**src/zodl_pkg.sv**
```systemverilog
package zodl_pkg;

    localparam int DEPTH  = 64;
    localparam int ADDR_W = (DEPTH > 1) ? $clog2(DEPTH) : 1;
    localparam int CNT_W  = $clog2(DEPTH + 1);
    localparam int SLOT_W = 7;
    localparam int TAG_W  = 16;
    localparam int KEY_W  = 32;
    localparam int CMD_W  = 2;
    localparam int CODE_W = 3;
    localparam int ENT_W  = TAG_W + KEY_W;

    localparam logic [SLOT_W-1:0] SLOT_NONE = 7'd64;

    // input commands
    localparam logic [CMD_W-1:0] CMD_REG    = 2'd0;
    localparam logic [CMD_W-1:0] CMD_UNREG  = 2'd1;
    localparam logic [CMD_W-1:0] CMD_RENDER = 2'd2;

    // result codes
    localparam logic [CODE_W-1:0] RC_REGISTERED = 3'd0;
    localparam logic [CODE_W-1:0] RC_REG_IGN    = 3'd1;
    localparam logic [CODE_W-1:0] RC_FULL       = 3'd2;
    localparam logic [CODE_W-1:0] RC_MOVED      = 3'd3;
    localparam logic [CODE_W-1:0] RC_RM_LAST    = 3'd4;
    localparam logic [CODE_W-1:0] RC_RM_IGN     = 3'd5;
    localparam logic [CODE_W-1:0] RC_ENTRY      = 3'd6;
    localparam logic [CODE_W-1:0] RC_EMPTY      = 3'd7;

    // datapath operations
    localparam int OP_W = 5;
    localparam logic [OP_W-1:0] OP_NONE       = 5'd0;
    localparam logic [OP_W-1:0] OP_LATCH      = 5'd1;
    localparam logic [OP_W-1:0] OP_REG_IGN    = 5'd2;
    localparam logic [OP_W-1:0] OP_FULL       = 5'd3;
    localparam logic [OP_W-1:0] OP_REG        = 5'd4;
    localparam logic [OP_W-1:0] OP_RM_IGN     = 5'd5;
    localparam logic [OP_W-1:0] OP_RM_LAST    = 5'd6;
    localparam logic [OP_W-1:0] OP_MOVE_RD    = 5'd7;
    localparam logic [OP_W-1:0] OP_MOVE_WR    = 5'd8;
    localparam logic [OP_W-1:0] OP_SORT_BEGIN = 5'd9;
    localparam logic [OP_W-1:0] OP_SORT_RD    = 5'd10;
    localparam logic [OP_W-1:0] OP_SORT_LD    = 5'd11;
    localparam logic [OP_W-1:0] OP_SRCH_RD    = 5'd12;
    localparam logic [OP_W-1:0] OP_SRCH_CMP   = 5'd13;
    localparam logic [OP_W-1:0] OP_SHIFT_INIT = 5'd14;
    localparam logic [OP_W-1:0] OP_SHIFT_RD   = 5'd15;
    localparam logic [OP_W-1:0] OP_SHIFT_WR   = 5'd16;
    localparam logic [OP_W-1:0] OP_INSERT     = 5'd17;
    localparam logic [OP_W-1:0] OP_EMIT_EMPTY = 5'd18;
    localparam logic [OP_W-1:0] OP_EMIT_FIRST = 5'd19;
    localparam logic [OP_W-1:0] OP_EMIT_RD    = 5'd20;
    localparam logic [OP_W-1:0] OP_EMIT_OUT   = 5'd21;

    typedef struct packed {
        logic [OP_W-1:0] op;
    } zodl_ctrl_t;

    typedef struct packed {
        logic [CMD_W-1:0] cmd;
        logic             slot_none;
        logic             full;
        logic             rm_bad;
        logic             rm_last;
        logic             dirty;
        logic             i_done;
        logic             lo_lt_hi;
        logic             o_gt_lo;
        logic             count_zero;
        logic             emit_last;
        logic             out_free;
    } zodl_stat_t;

endpackage

```
**src/zodl_ram.sv**
```systemverilog
module zodl_ram #(
    parameter int WIDTH = 8,
    parameter int DEPTH = 16
) (
    input  logic                     clk,
    input  logic                     we,
    input  logic [$clog2(DEPTH)-1:0] waddr,
    input  logic [WIDTH-1:0]         wdata,
    input  logic                     re,
    input  logic [$clog2(DEPTH)-1:0] raddr,
    output logic [WIDTH-1:0]         rdata
);

    logic [WIDTH-1:0] mem [DEPTH];

    always_ff @(posedge clk)
    begin
        if (we)
        begin
            mem[waddr] <= wdata;
        end
        if (re)
        begin
            rdata <= mem[raddr];
        end
    end

endmodule

```
**src/zodl_ctrl.sv**
```systemverilog
module zodl_ctrl
    import zodl_pkg::*;
(
    input  logic       clk,
    input  logic       rst_n,
    input  logic       in_fire,
    input  zodl_stat_t stat,
    output zodl_ctrl_t ctrl,
    output logic       idle
);

    localparam logic [3:0] S_IDLE       = 4'd0;
    localparam logic [3:0] S_DECODE     = 4'd1;
    localparam logic [3:0] S_MOVE_WR    = 4'd2;
    localparam logic [3:0] S_SORT_I     = 4'd3;
    localparam logic [3:0] S_SORT_LD    = 4'd4;
    localparam logic [3:0] S_SRCH       = 4'd5;
    localparam logic [3:0] S_SRCH_CMP   = 4'd6;
    localparam logic [3:0] S_SHIFT      = 4'd7;
    localparam logic [3:0] S_SHIFT_WR   = 4'd8;
    localparam logic [3:0] S_EMIT_START = 4'd9;
    localparam logic [3:0] S_EMIT_RD    = 4'd10;
    localparam logic [3:0] S_EMIT_OUT   = 4'd11;

    logic [3:0] state_reg, state_next;

    assign idle = (state_reg == S_IDLE);

    always_comb
    begin
        state_next = state_reg;
        ctrl.op    = OP_NONE;
        unique case (state_reg)
            S_IDLE:
            begin
                if (in_fire)
                begin
                    ctrl.op    = OP_LATCH;
                    state_next = S_DECODE;
                end
            end
            S_DECODE:
            begin
                // hold until the output register can take a result
                if (stat.out_free)
                begin
                    state_next = S_IDLE;
                    priority if (stat.cmd == CMD_REG)
                    begin
                        priority if (!stat.slot_none) ctrl.op = OP_REG_IGN;
                        else if (stat.full)           ctrl.op = OP_FULL;
                        else                          ctrl.op = OP_REG;
                    end
                    else if (stat.cmd == CMD_UNREG)
                    begin
                        priority if (stat.rm_bad) ctrl.op = OP_RM_IGN;
                        else if (stat.rm_last)    ctrl.op = OP_RM_LAST;
                        else
                        begin
                            ctrl.op    = OP_MOVE_RD;
                            state_next = S_MOVE_WR;
                        end
                    end
                    else if (stat.cmd == CMD_RENDER)
                    begin
                        if (stat.dirty)
                        begin
                            ctrl.op    = OP_SORT_BEGIN;
                            state_next = S_SORT_I;
                        end
                        else
                        begin
                            state_next = S_EMIT_START;
                        end
                    end
                    else
                    begin
                        ctrl.op = OP_NONE;
                    end
                end
            end
            S_MOVE_WR:
            begin
                if (stat.out_free)
                begin
                    ctrl.op    = OP_MOVE_WR;
                    state_next = S_IDLE;
                end
            end
            S_SORT_I:
            begin
                if (stat.i_done)
                begin
                    state_next = S_EMIT_START;
                end
                else
                begin
                    ctrl.op    = OP_SORT_RD;
                    state_next = S_SORT_LD;
                end
            end
            S_SORT_LD:
            begin
                ctrl.op    = OP_SORT_LD;
                state_next = S_SRCH;
            end
            S_SRCH:
            begin
                if (stat.lo_lt_hi)
                begin
                    ctrl.op    = OP_SRCH_RD;
                    state_next = S_SRCH_CMP;
                end
                else
                begin
                    ctrl.op    = OP_SHIFT_INIT;
                    state_next = S_SHIFT;
                end
            end
            S_SRCH_CMP:
            begin
                ctrl.op    = OP_SRCH_CMP;
                state_next = S_SRCH;
            end
            S_SHIFT:
            begin
                if (stat.o_gt_lo)
                begin
                    ctrl.op    = OP_SHIFT_RD;
                    state_next = S_SHIFT_WR;
                end
                else
                begin
                    ctrl.op    = OP_INSERT;
                    state_next = S_SORT_I;
                end
            end
            S_SHIFT_WR:
            begin
                ctrl.op    = OP_SHIFT_WR;
                state_next = S_SHIFT;
            end
            S_EMIT_START:
            begin
                if (stat.out_free)
                begin
                    if (stat.count_zero)
                    begin
                        ctrl.op    = OP_EMIT_EMPTY;
                        state_next = S_IDLE;
                    end
                    else
                    begin
                        ctrl.op    = OP_EMIT_FIRST;
                        state_next = S_EMIT_OUT;
                    end
                end
            end
            S_EMIT_RD:
            begin
                ctrl.op    = OP_EMIT_RD;
                state_next = S_EMIT_OUT;
            end
            S_EMIT_OUT:
            begin
                if (stat.out_free)
                begin
                    ctrl.op    = OP_EMIT_OUT;
                    state_next = stat.emit_last ? S_IDLE : S_EMIT_RD;
                end
            end
            default:
            begin
                state_next = S_IDLE;
            end
        endcase
    end

    always_ff @(posedge clk or negedge rst_n)
    begin
        if (!rst_n)
        begin
            state_reg <= S_IDLE;
        end
        else
        begin
            state_reg <= state_next;
        end
    end

endmodule

```
**src/zodl_dp.sv**
```systemverilog
module zodl_dp
    import zodl_pkg::*;
(
    input  logic              clk,
    input  logic              rst_n,
    input  zodl_ctrl_t        ctrl,
    output zodl_stat_t        stat,
    input  logic [CMD_W-1:0]  in_cmd,
    input  logic [TAG_W-1:0]  in_tag,
    input  logic [KEY_W-1:0]  in_key,
    input  logic [SLOT_W-1:0] in_slot,
    output logic              out_valid,
    input  logic              out_ready,
    output logic [CODE_W-1:0] out_code,
    output logic [TAG_W-1:0]  out_tag,
    output logic [KEY_W-1:0]  out_key,
    output logic [SLOT_W-1:0] out_slot,
    output logic              out_last
);

    logic [CMD_W-1:0]  cmd_reg, cmd_next;
    logic [TAG_W-1:0]  tag_reg, tag_next;
    logic [KEY_W-1:0]  key_reg, key_next;
    logic [SLOT_W-1:0] slot_reg, slot_next;
    logic [CNT_W-1:0]  count_reg, count_next;
    logic              dirty_reg, dirty_next;
    logic [CNT_W-1:0]  i_reg, i_next;
    logic [CNT_W-1:0]  lo_reg, lo_next;
    logic [CNT_W-1:0]  hi_reg, hi_next;
    logic [ADDR_W-1:0] mid_reg, mid_next;
    logic [ADDR_W-1:0] o_reg, o_next;
    logic [ADDR_W-1:0] e_reg, e_next;
    logic [TAG_W-1:0]  cur_tag_reg, cur_tag_next;
    logic [KEY_W-1:0]  cur_key_reg, cur_key_next;

    logic              valid_reg, valid_next;
    logic [CODE_W-1:0] code_reg, code_next;
    logic [TAG_W-1:0]  otag_reg, otag_next;
    logic [KEY_W-1:0]  okey_reg, okey_next;
    logic [SLOT_W-1:0] oslot_reg, oslot_next;
    logic              olast_reg, olast_next;

    logic              we, re;
    logic [ADDR_W-1:0] waddr, raddr;
    logic [ENT_W-1:0]  wdata, rdata;
    logic [TAG_W-1:0]  rd_tag;
    logic [KEY_W-1:0]  rd_key;
    logic [CNT_W-1:0]  count_m1;
    logic [CNT_W:0]    mid_sum;

    zodl_ram #(.WIDTH(ENT_W), .DEPTH(DEPTH)) u_ram (
        .clk  (clk),
        .we   (we),
        .waddr(waddr),
        .wdata(wdata),
        .re   (re),
        .raddr(raddr),
        .rdata(rdata)
    );

    assign rd_tag   = rdata[ENT_W-1:KEY_W];
    assign rd_key   = rdata[KEY_W-1:0];
    assign count_m1 = count_reg - CNT_W'(1);
    assign mid_sum  = (CNT_W+1)'(lo_reg) + (CNT_W+1)'(hi_reg);

    always_comb
    begin
        stat.cmd        = cmd_reg;
        stat.slot_none  = (slot_reg == SLOT_NONE);
        stat.full       = (count_reg == CNT_W'(DEPTH));
        stat.rm_bad     = (slot_reg >= SLOT_W'(count_reg));
        stat.rm_last    = (slot_reg == SLOT_W'(count_m1));
        stat.dirty      = dirty_reg;
        stat.i_done     = (i_reg >= count_reg);
        stat.lo_lt_hi   = (lo_reg < hi_reg);
        stat.o_gt_lo    = (CNT_W'(o_reg) > lo_reg);
        stat.count_zero = (count_reg == '0);
        stat.emit_last  = ((CNT_W'(e_reg) + CNT_W'(1)) == count_reg);
        stat.out_free   = !valid_reg || out_ready;
    end

    always_comb
    begin
        cmd_next     = cmd_reg;
        tag_next     = tag_reg;
        key_next     = key_reg;
        slot_next    = slot_reg;
        count_next   = count_reg;
        dirty_next   = dirty_reg;
        i_next       = i_reg;
        lo_next      = lo_reg;
        hi_next      = hi_reg;
        mid_next     = mid_reg;
        o_next       = o_reg;
        e_next       = e_reg;
        cur_tag_next = cur_tag_reg;
        cur_key_next = cur_key_reg;
        valid_next   = valid_reg && !out_ready;
        code_next    = code_reg;
        otag_next    = otag_reg;
        okey_next    = okey_reg;
        oslot_next   = oslot_reg;
        olast_next   = olast_reg;
        we           = 1'b0;
        re           = 1'b0;
        waddr        = '0;
        raddr        = '0;
        wdata        = {cur_tag_reg, cur_key_reg};

        unique case (ctrl.op)
            OP_LATCH:
            begin
                cmd_next  = in_cmd;
                tag_next  = in_tag;
                key_next  = in_key;
                slot_next = in_slot;
            end
            OP_REG_IGN, OP_FULL, OP_RM_IGN, OP_RM_LAST, OP_EMIT_EMPTY:
            begin
                valid_next = 1'b1;
                otag_next  = '0;
                okey_next  = '0;
                oslot_next = '0;
                olast_next = 1'b1;
                unique case (ctrl.op)
                    OP_REG_IGN: code_next = RC_REG_IGN;
                    OP_FULL:    code_next = RC_FULL;
                    OP_RM_IGN:  code_next = RC_RM_IGN;
                    OP_RM_LAST: code_next = RC_RM_LAST;
                    default:    code_next = RC_EMPTY;
                endcase
                if (ctrl.op == OP_RM_LAST)
                begin
                    count_next = count_m1;
                end
            end
            OP_REG:
            begin
                we         = 1'b1;
                waddr      = count_reg[ADDR_W-1:0];
                wdata      = {tag_reg, key_reg};
                count_next = count_reg + CNT_W'(1);
                dirty_next = 1'b1;
                valid_next = 1'b1;
                code_next  = RC_REGISTERED;
                otag_next  = tag_reg;
                okey_next  = '0;
                oslot_next = SLOT_W'(count_reg);
                olast_next = 1'b1;
            end
            OP_MOVE_RD:
            begin
                re    = 1'b1;
                raddr = count_m1[ADDR_W-1:0];
            end
            OP_MOVE_WR:
            begin
                we         = 1'b1;
                waddr      = slot_reg[ADDR_W-1:0];
                wdata      = rdata;
                count_next = count_m1;
                dirty_next = 1'b1;
                valid_next = 1'b1;
                code_next  = RC_MOVED;
                otag_next  = rd_tag;
                okey_next  = '0;
                oslot_next = slot_reg;
                olast_next = 1'b1;
            end
            OP_SORT_BEGIN:
            begin
                i_next     = CNT_W'(1);
                dirty_next = 1'b0;
            end
            OP_SORT_RD:
            begin
                re      = 1'b1;
                raddr   = i_reg[ADDR_W-1:0];
                lo_next = '0;
                hi_next = i_reg;
            end
            OP_SORT_LD:
            begin
                cur_tag_next = rd_tag;
                cur_key_next = rd_key;
            end
            OP_SRCH_RD:
            begin
                re       = 1'b1;
                raddr    = mid_sum[ADDR_W:1];
                mid_next = mid_sum[ADDR_W:1];
            end
            OP_SRCH_CMP:
            begin
                if ($signed(cur_key_reg) < $signed(rd_key))
                begin
                    hi_next = CNT_W'(mid_reg);
                end
                else
                begin
                    lo_next = CNT_W'(mid_reg) + CNT_W'(1);
                end
            end
            OP_SHIFT_INIT:
            begin
                o_next = i_reg[ADDR_W-1:0];
            end
            OP_SHIFT_RD:
            begin
                re    = 1'b1;
                raddr = o_reg - ADDR_W'(1);
            end
            OP_SHIFT_WR:
            begin
                we     = 1'b1;
                waddr  = o_reg;
                wdata  = rdata;
                o_next = o_reg - ADDR_W'(1);
            end
            OP_INSERT:
            begin
                we     = 1'b1;
                waddr  = lo_reg[ADDR_W-1:0];
                i_next = i_reg + CNT_W'(1);
            end
            OP_EMIT_FIRST:
            begin
                re     = 1'b1;
                raddr  = '0;
                e_next = '0;
            end
            OP_EMIT_RD:
            begin
                re    = 1'b1;
                raddr = e_reg;
            end
            OP_EMIT_OUT:
            begin
                valid_next = 1'b1;
                code_next  = RC_ENTRY;
                otag_next  = rd_tag;
                okey_next  = rd_key;
                oslot_next = SLOT_W'(e_reg);
                olast_next = stat.emit_last;
                e_next     = e_reg + ADDR_W'(1);
            end
            default:
            begin
            end
        endcase
    end

    always_ff @(posedge clk or negedge rst_n)
    begin
        if (!rst_n)
        begin
            count_reg <= '0;
            dirty_reg <= 1'b0;
            valid_reg <= 1'b0;
        end
        else
        begin
            count_reg <= count_next;
            dirty_reg <= dirty_next;
            valid_reg <= valid_next;
        end
    end

    always_ff @(posedge clk)
    begin
        cmd_reg     <= cmd_next;
        tag_reg     <= tag_next;
        key_reg     <= key_next;
        slot_reg    <= slot_next;
        i_reg       <= i_next;
        lo_reg      <= lo_next;
        hi_reg      <= hi_next;
        mid_reg     <= mid_next;
        o_reg       <= o_next;
        e_reg       <= e_next;
        cur_tag_reg <= cur_tag_next;
        cur_key_reg <= cur_key_next;
        code_reg    <= code_next;
        otag_reg    <= otag_next;
        okey_reg    <= okey_next;
        oslot_reg   <= oslot_next;
        olast_reg   <= olast_next;
    end

    assign out_valid = valid_reg;
    assign out_code  = code_reg;
    assign out_tag   = otag_reg;
    assign out_key   = okey_reg;
    assign out_slot  = oslot_reg;
    assign out_last  = olast_reg;

endmodule

```
**src/z_ordered_display_list.sv**
```systemverilog
// Depth-ordered display list of up to DEPTH (tag, signed key) entries held in one
// single-port-read RAM. One transaction is taken at a time: register and unregister
// finish in decode (a move adds a write state), plus any wait on m_tready. Render
// sorts first when the order has changed since the last sort: a binary insertion
// sort with, per entry i, one RAM read per search probe (about log2(i)) and one per
// entry shifted, all bound by the one RAM read port. It then emits every entry in
// slot order, last flag on the final one; an empty list gives a single empty result.
module z_ordered_display_list
    import zodl_pkg::*;
(
    input  logic        clk,
    input  logic        rst_n,
    input  logic        s_tvalid,
    output logic        s_tready,
    input  logic [55:0] s_tdata,   // tag[15:0], depth_key[47:16], slot[54:48], zero pad
    input  logic [1:0]  s_tuser,   // cmd[1:0]
    output logic        m_tvalid,
    input  logic        m_tready,
    output logic [55:0] m_tdata,   // out_tag[15:0], out_key[47:16], out_slot[54:48], pad
    output logic [2:0]  m_tuser,   // code[2:0]
    output logic        m_tlast
);

    zodl_ctrl_t        ctrl;
    zodl_stat_t        stat;
    logic              idle;
    logic              in_fire;
    logic [CODE_W-1:0] code;
    logic [TAG_W-1:0]  out_tag;
    logic [KEY_W-1:0]  out_key;
    logic [SLOT_W-1:0] out_slot;

    assign s_tready = idle;
    assign in_fire  = s_tvalid && idle;

    zodl_ctrl u_ctrl (
        .clk    (clk),
        .rst_n  (rst_n),
        .in_fire(in_fire),
        .stat   (stat),
        .ctrl   (ctrl),
        .idle   (idle)
    );

    zodl_dp u_dp (
        .clk      (clk),
        .rst_n    (rst_n),
        .ctrl     (ctrl),
        .stat     (stat),
        .in_cmd   (s_tuser),
        .in_tag   (s_tdata[15:0]),
        .in_key   (s_tdata[47:16]),
        .in_slot  (s_tdata[54:48]),
        .out_valid(m_tvalid),
        .out_ready(m_tready),
        .out_code (code),
        .out_tag  (out_tag),
        .out_key  (out_key),
        .out_slot (out_slot),
        .out_last (m_tlast)
    );

    assign m_tuser = code;
    assign m_tdata = {1'b0, out_slot, out_key, out_tag};

    a_busy_after_accept: assert property (@(posedge clk) disable iff (!rst_n)
        s_tvalid && s_tready |=> !s_tready)
        else $error("input taken twice in a row");

    a_single_result_last: assert property (@(posedge clk) disable iff (!rst_n)
        m_tvalid && (m_tuser != RC_ENTRY) |-> m_tlast)
        else $error("single result without last flag");

    a_empty_zero: assert property (@(posedge clk) disable iff (!rst_n)
        m_tvalid && (m_tuser == RC_EMPTY) |-> (m_tdata == '0))
        else $error("empty result carries data");

endmodule
```
**config.mk**
```make
export PLATFORM = sky130hd
export DESIGN_NAME = z_ordered_display_list
export DESIGN_NICKNAME = d
export VERILOG_FILES = /design/src/zodl_pkg.sv /design/src/zodl_ram.sv /design/src/zodl_ctrl.sv /design/src/zodl_dp.sv /design/src/z_ordered_display_list.sv
export SDC_FILE = /design/constraint.sdc
export NUM_CORES = 2
export LEC_CHECK = 0
export BUFFER_PORTS_ARGS = -buffer_cell sky130_fd_sc_hd__buf_2
export CORE_MARGIN = 8
export CORE_UTILIZATION = 30
export CTS_BUF_LIST = sky130_fd_sc_hd__clkbuf_8
export DETAILED_ROUTE_END_ITERATION = 10
export GPL_TIMING_DRIVEN = 0
export SLEW_MARGIN = 25
export SYNTH_ARGS = -nofsm -noshare
export SYNTH_HDL_FRONTEND = slang
export SYNTH_HIERARCHICAL = 1
export SYNTH_SLANG_ARGS = --single-unit
export TNS_END_PERCENT = 10
```
**constraint.sdc**
```tcl
create_clock -name clk -period 25.3 [get_ports clk]
set_input_delay 2.53 -clock clk [delete_from_list [all_inputs] [get_ports clk]]
set_output_delay 2.53 -clock clk [all_outputs]
set_load 0.03 [all_outputs]
```
# Yosys cells after proc, flatten, opt, wreduce, memory -nomap -nowiden
# Memories as Yosys holds them, arrays and structs flattened. A register that Yosys moved wholly into a read port is not among the register bits.
# Index checks and enable logic that the tools add are counted.
# Widths: inputs -> output; s select.
classes:
  addsub: 8
  n_lt_le_gt_ge: 5
  n_mux: 59
  n_eq_ne: 46
  n_reduce_logical: 30
op_table:
  columns: ["cell", "count"]
  rows:
  - ["$pmux 48 s2", 1]
  - ["$mux 4", 18]
  - ["$pmux 32 s2", 1]
  - ["$pmux 5 s12", 1]
  - ["$pmux 16 s3", 1]
  - ["$pmux 4 s11", 1]
  - ["$pmux 7 s2", 3]
  - ["$eq 5x4->1 const B", 8]
  - ["$mux 5", 8]
  - ["$lt 32x32->1", 1]
  - ["$eq 5x5->1 const B", 6]
  - ["$pmux 6 s5", 1]
  - ["$pmux 7 s4", 1]
  - ["$pmux 3 s4", 2]
  - ["$pmux 6 s2", 2]
  - ["$pmux 6 s4", 1]
  - ["$mux 7", 3]
  - ["$pmux 7 s3", 1]
  - ["$eq 5x3->1 const B", 4]
  - ["$eq 4x3->1 const B", 4]
  - ["$eq 4x4->1 const B", 4]
  - ["$add 6x1->7 const B", 2]
  - ["$add 7x1->7 const B", 2]
  - ["$eq 7x7->1", 2]
  - ["other kinds (37)", 70]
totals:
  ram_bits: 3072
  n_memories: 1
  elab_cells: 170
  register_bits: 216
  input_bits: 62
  out_inout_bits: 62
memory_table:
  columns: ["name", "depth", "width", "read_ports", "rd_ports_with_merged_regs", "wr", "line_no", "rtl"]
  rows:
  - ["u_dp.u_ram.mem", 64, 48, 1, 1, 1, "zodl_ram.sv:14", "logic [WIDTH-1:0] mem [DEPTH];"]

# Longest topological paths before layout
logic_depth:
  ltp_word: 13
  depth_mapped: 29
  ltp_nobuf: 25

# Modules after synthesis
# The synthesis kept the hierarchy.
by_module_without_submodules:
  columns: ["module", "cells_each", "seq_area_each_um2", "area_per_inst_um2", "n_inst"]
  rows:
  - ["zodl_ram", 4970, 93689.9, 117609.0, 1]
  - ["zodl_dp", 950, 6321.1, 10887.9, 1]
  - ["zodl_ctrl", 98, 100.1, 658.1, 1]
  - ["z_ordered_display_list", 3, 0.0, 17.5, 1]

# Worst setup path before layout
# Ideal clock, no wire load.
synth_timing:
  path_kind: "input-to-reg"
  start: "in m_tready"
  end: "reg u_dp.cmd_reg[0], enable pin"
  cell_stages: 9
  setup_time_ns: 0.613
  path_buffers: 4
  arrival_ns: 9.458
  setup_slack_ns: 15.229
  required_ns: 24.687
  cell_sequence: "nand2b_1 > clkbuf_1 > nor2b_1 > o22ai_1 > a221o_1 > buf_2 > clkbuf_1 > clkbuf_1 > nor4_1"
synth_lines:
  columns: ["element", "line_no", "rtl"]
  rows:
  - ["start, declared", "z_ordered_display_list.sv:18", "input logic m_tready,"]
  - ["end signal, assigned", "zodl_dp.sv:271", "cmd_reg <= cmd_next;"]
  - ["end, declared", "zodl_dp.sv:21", "logic [CMD_W-1:0] cmd_reg, cmd_next;"]

==> summary.md <==
| Metric | Value |
|---|---|
| Ys flop type | `edfxtp_1` |
| Reg2reg end | `u_dp/u_ram/rdata[21]` |
| Bufs on Longest Clock Path | `4` |
| Setup TNS | `0 ns` |
| Slew @ Worst Pin | `1.21 ns` |
| Clk sinks | `3336` |
| DR vias | `69100` |
| Top delay family on crit path | `simple AND/OR/NAND/NOR gates` |
| Post-synth top area share | `77.2%` |
| Hpwl dp | `266000 um` |
| Hold-fix buffers, CTS | `0` |
| Die Footprint | `452000 um^2` |
| Core ar. | `430000 um^2` |
| Slowest cell on crit path | `o22ai_1` |
| Critical path class | `reg -> reg` |
| Total global-route track usage | `16.6%` |
| Worst Setup Start Kind | `flop` |
| Syn Area/Cell | `21.5 um^2` |
| Synthesized instance count | `6021` |
| Setup bufs post-CTS | `0` |
| Leak pwr | `47.9 nW` |
| Max-capacitance violation count | `0` |
| Ranking of synthesized cells by area | `edfxtp_1, mux4_2, a22oi_1` |
| Nets | `7075` |
| Vias in the first global route | `68900` |
| Num CTS Buffers | `524` |
| Largest register FFs | `3072` |
| Drt pass-1 iters | `6` |
| Crit path top cell by count | `o21ai_0` |
| Place WS | `15.94 ns` |
| CTS tree | `yes` |
| Synth unique cells | `77` |
| Initial antenna violation count | `25` |
| Share of post-route cells with drive strength above 1 | `29.4%` |
| Post-synth top cells | `edfxtp_1, mux4_2, nor2_1, nand2_1, clkbuf_1` |
| Post-Syn Nets | `6153` |
| Synth area leader | `edfxtp_1` |
| Iteration-0 DRC count of the detailed router | `10200` |
| Wirelength per Cell | `29.9 um` |
| Final wirelength | `389000 um` |
| Io pins | `124` |
| Largest reg by FF count | `u_dp/u_ram/mem` |
| Global-route wire length before repair | `536000 um` |
| Peak VDD IR | `0.168 mV` |
| WHS Path Cells | `0` |
| Root Buffer Master | `clkbuf_8` |
| Arrival time at the worst endpoint | `9.67 ns` |
| Reg-to-Reg Start | `u_dp/count_reg[0]` |
| PostCTS Resize Cnt | `0` |
| Worst Path Buf+Inv | `6` |
| Seq/Total Area, Yosys | `77.5%` |
| GRT overflow | `0` |
| # setup viols final | `0` |
| # DRC | `0` |
| Post-synth EDFFs | `3323` |
| CTS HTree Levels | `6` |
| P&R area growth vs syn | `18.6%` |
| DIE WIDTH | `672 um` |
| Clk slew on worst S/H paths | `0.06 ns` |
| Largest net degree at the start of global routing | `65` |
| Synth warnings | `6` |
| Clock latency on the worst-skew pair | `1.06 ns` |
| Final ANT Viol Nets | `0` |
| CP max FO | `10` |
| Worst Hold Path EP | `u_dp/cur_key_reg[13]` |
| Worst hold path type | `reg -> reg` |
| Vias/cell | `5.30` |
| R2r worst-path depth | `26` |
| Fin crit period | `8.98 ns` |
| Clock Skew | `0.0992 ns` |
| Seq cells post-synth | `3336` |
| Die Y | `672 um` |
| Netlist Area Pre-Place | `129000 um^2` |
| CP Capture Type | `flop` |
| Biggest regs | `u_dp/u_ram/mem: 3072 flops, u_dp/u_ram/rdata: 48 flops` |
| Outcome | `finished, final reports clean` |
| Max Fclk | `0.111 GHz` |
| Initial Util | `30.1%` |
| Slew Viols, Final | `0` |
| Port bufs | `121` |
| Hold Path Origin | `u_dp/u_ram/rdata[13]` |
| Reg2reg setup slack | `16.32 ns` |
| Fin crit share | `35.5%` |
| RSZ-0062 raised after global routing | `no` |
| Final Hold Vio Count | `0` |
| Final worst setup slack | `16.32 ns` |
| RD Place Congestion | `0.871` |
| Largest stage delay, worst path | `0.86 ns` |
| Count leader, synth | `edfxtp_1` |
| Critical Path RT | `26.00 ns` |
| Slew margin rel. | `19.6%` |
| Num rows | `241` |
| Post-synth ARST share | `0.390%` |
| Power per Cell Area | `126 nW/um^2` |
[logic make-up after synthesis]
| family | Yosys count | share of synthesized area, % |
|---|---|---|
| flops | 3336 | 77.5 |
| mux | 837 | 13.8 |
| compound gates | 717 | 3.97 |
| simple gates | 617 | 2.18 |
| buf+inv | 399 | 1.56 |
| fa+ha+maj | 70 | 0.684 |
| xor+xnor | 44 | 0.298 |
| other cells | 1 | 0.00290 |
[layout make-up]
| cell class | count | area [um^2] |
|---|---|---|
| sequential | 3336 | 100000 |
| antenna | 10 | 25.0 |
| multi-input combinational | 2286 | 27900 |
| inverter | 64 | 240 |
| fill | 39200 | 276000 |
| clock inverter | 348 | 1690 |
| timing repair buffer | 396 | 6800 |
| tap | 5710 | 7140 |
| buffer | 335 | 1800 |
| clock buffer | 543 | 7470 |
[report_power, final]
group,switching (mW),internal [mW],total [mW]
combinational,4.87,2.16,7.02
sequential,0.159,8.01,8.17
clock,2.09,2.05,4.14
total,7.12,12.2,19.3
[metal layers]
layer	up-vias	track usage (%)	routed length [um]
met5	-	0	93
met4	14	6.82	17700
met3	747	4.30	44100
met2	4171	26.1	180000
met1	36900	21.9	148000
li1	27300	-	-
[per-stage QoR]
step / power, mW / instances / hold slack (ns) / instance area (um^2) / util, %
after floorplan: 11.9 / 6021 / 0.451 / 129000 / -
after CTS: 19.3 / 13000 / 0.480 / 153000 / 35.6
after detailed placement: 15.2 / 12100 / 0.475 / 144000 / 33.5
final: 19.3 / 13000 / 0.484 / 153000 / 35.7
after global routing: 19.9 / 13000 / 0.493 / 153000 / 35.7
after global placement: 14.7 / 11900 / 0.472 / 137000 / 31.9
[cells in the final DEF (no fill, tap or decap), types with 16 or more instances in the layout]
| master | count |
|---|---|
| a211oi_1 | 35 |
| a21oi_1 | 121 |
| a221oi_1 | 84 |
| a22o_1 | 74 |
| a22oi_1 | 123 |
| buf_12 | 93 |
| buf_16 | 147 |
| buf_2 | 238 |
| buf_4 | 84 |
| buf_6 | 22 |
| clkbuf_1 | 106 |
| clkbuf_2 | 22 |
| clkbuf_8 | 543 |
| clkinv_1 | 100 |
| clkinv_2 | 30 |
| clkinvlp_4 | 17 |
| edfxtp_1 | 3323 |
| ha_1 | 69 |
| inv_1 | 239 |
| mux2_2 | 19 |
| mux2i_1 | 63 |
| mux4_2 | 754 |
| nand2_1 | 158 |
| nand2_4 | 40 |
| nand2b_1 | 29 |
| nand3_1 | 25 |
| nor2_1 | 163 |
| nor2_4 | 62 |
| nor2b_1 | 37 |
| nor3_1 | 16 |
| o21ai_0 | 35 |
| o221ai_1 | 28 |
| o22ai_1 | 126 |
| xnor2_1 | 28 |
| xor2_1 | 16 |
[worst max-delay path by stage]
stage	startpoint	to	slack [ns]	cells past startpoint
final	u_dp/count_reg[0]	u_dp/u_ram/rdata[21]	16.32	26
after global routing	u_dp/count_reg[0]	u_dp/u_ram/rdata[21]	16.12	26
after CTS	u_dp/count_reg[0]	u_dp/u_ram/rdata[22]	16.54	25
after detailed placement	m_tready	u_dp/u_ram/rdata[22]	15.94	20
after global placement	m_tready	u_dp/u_ram/mem[48][10]	10.46	17
after floorplan	m_tready	u_dp/cmd_reg[0]	15.23	9
No activity file was read; power rests on OpenSTA's default activity.
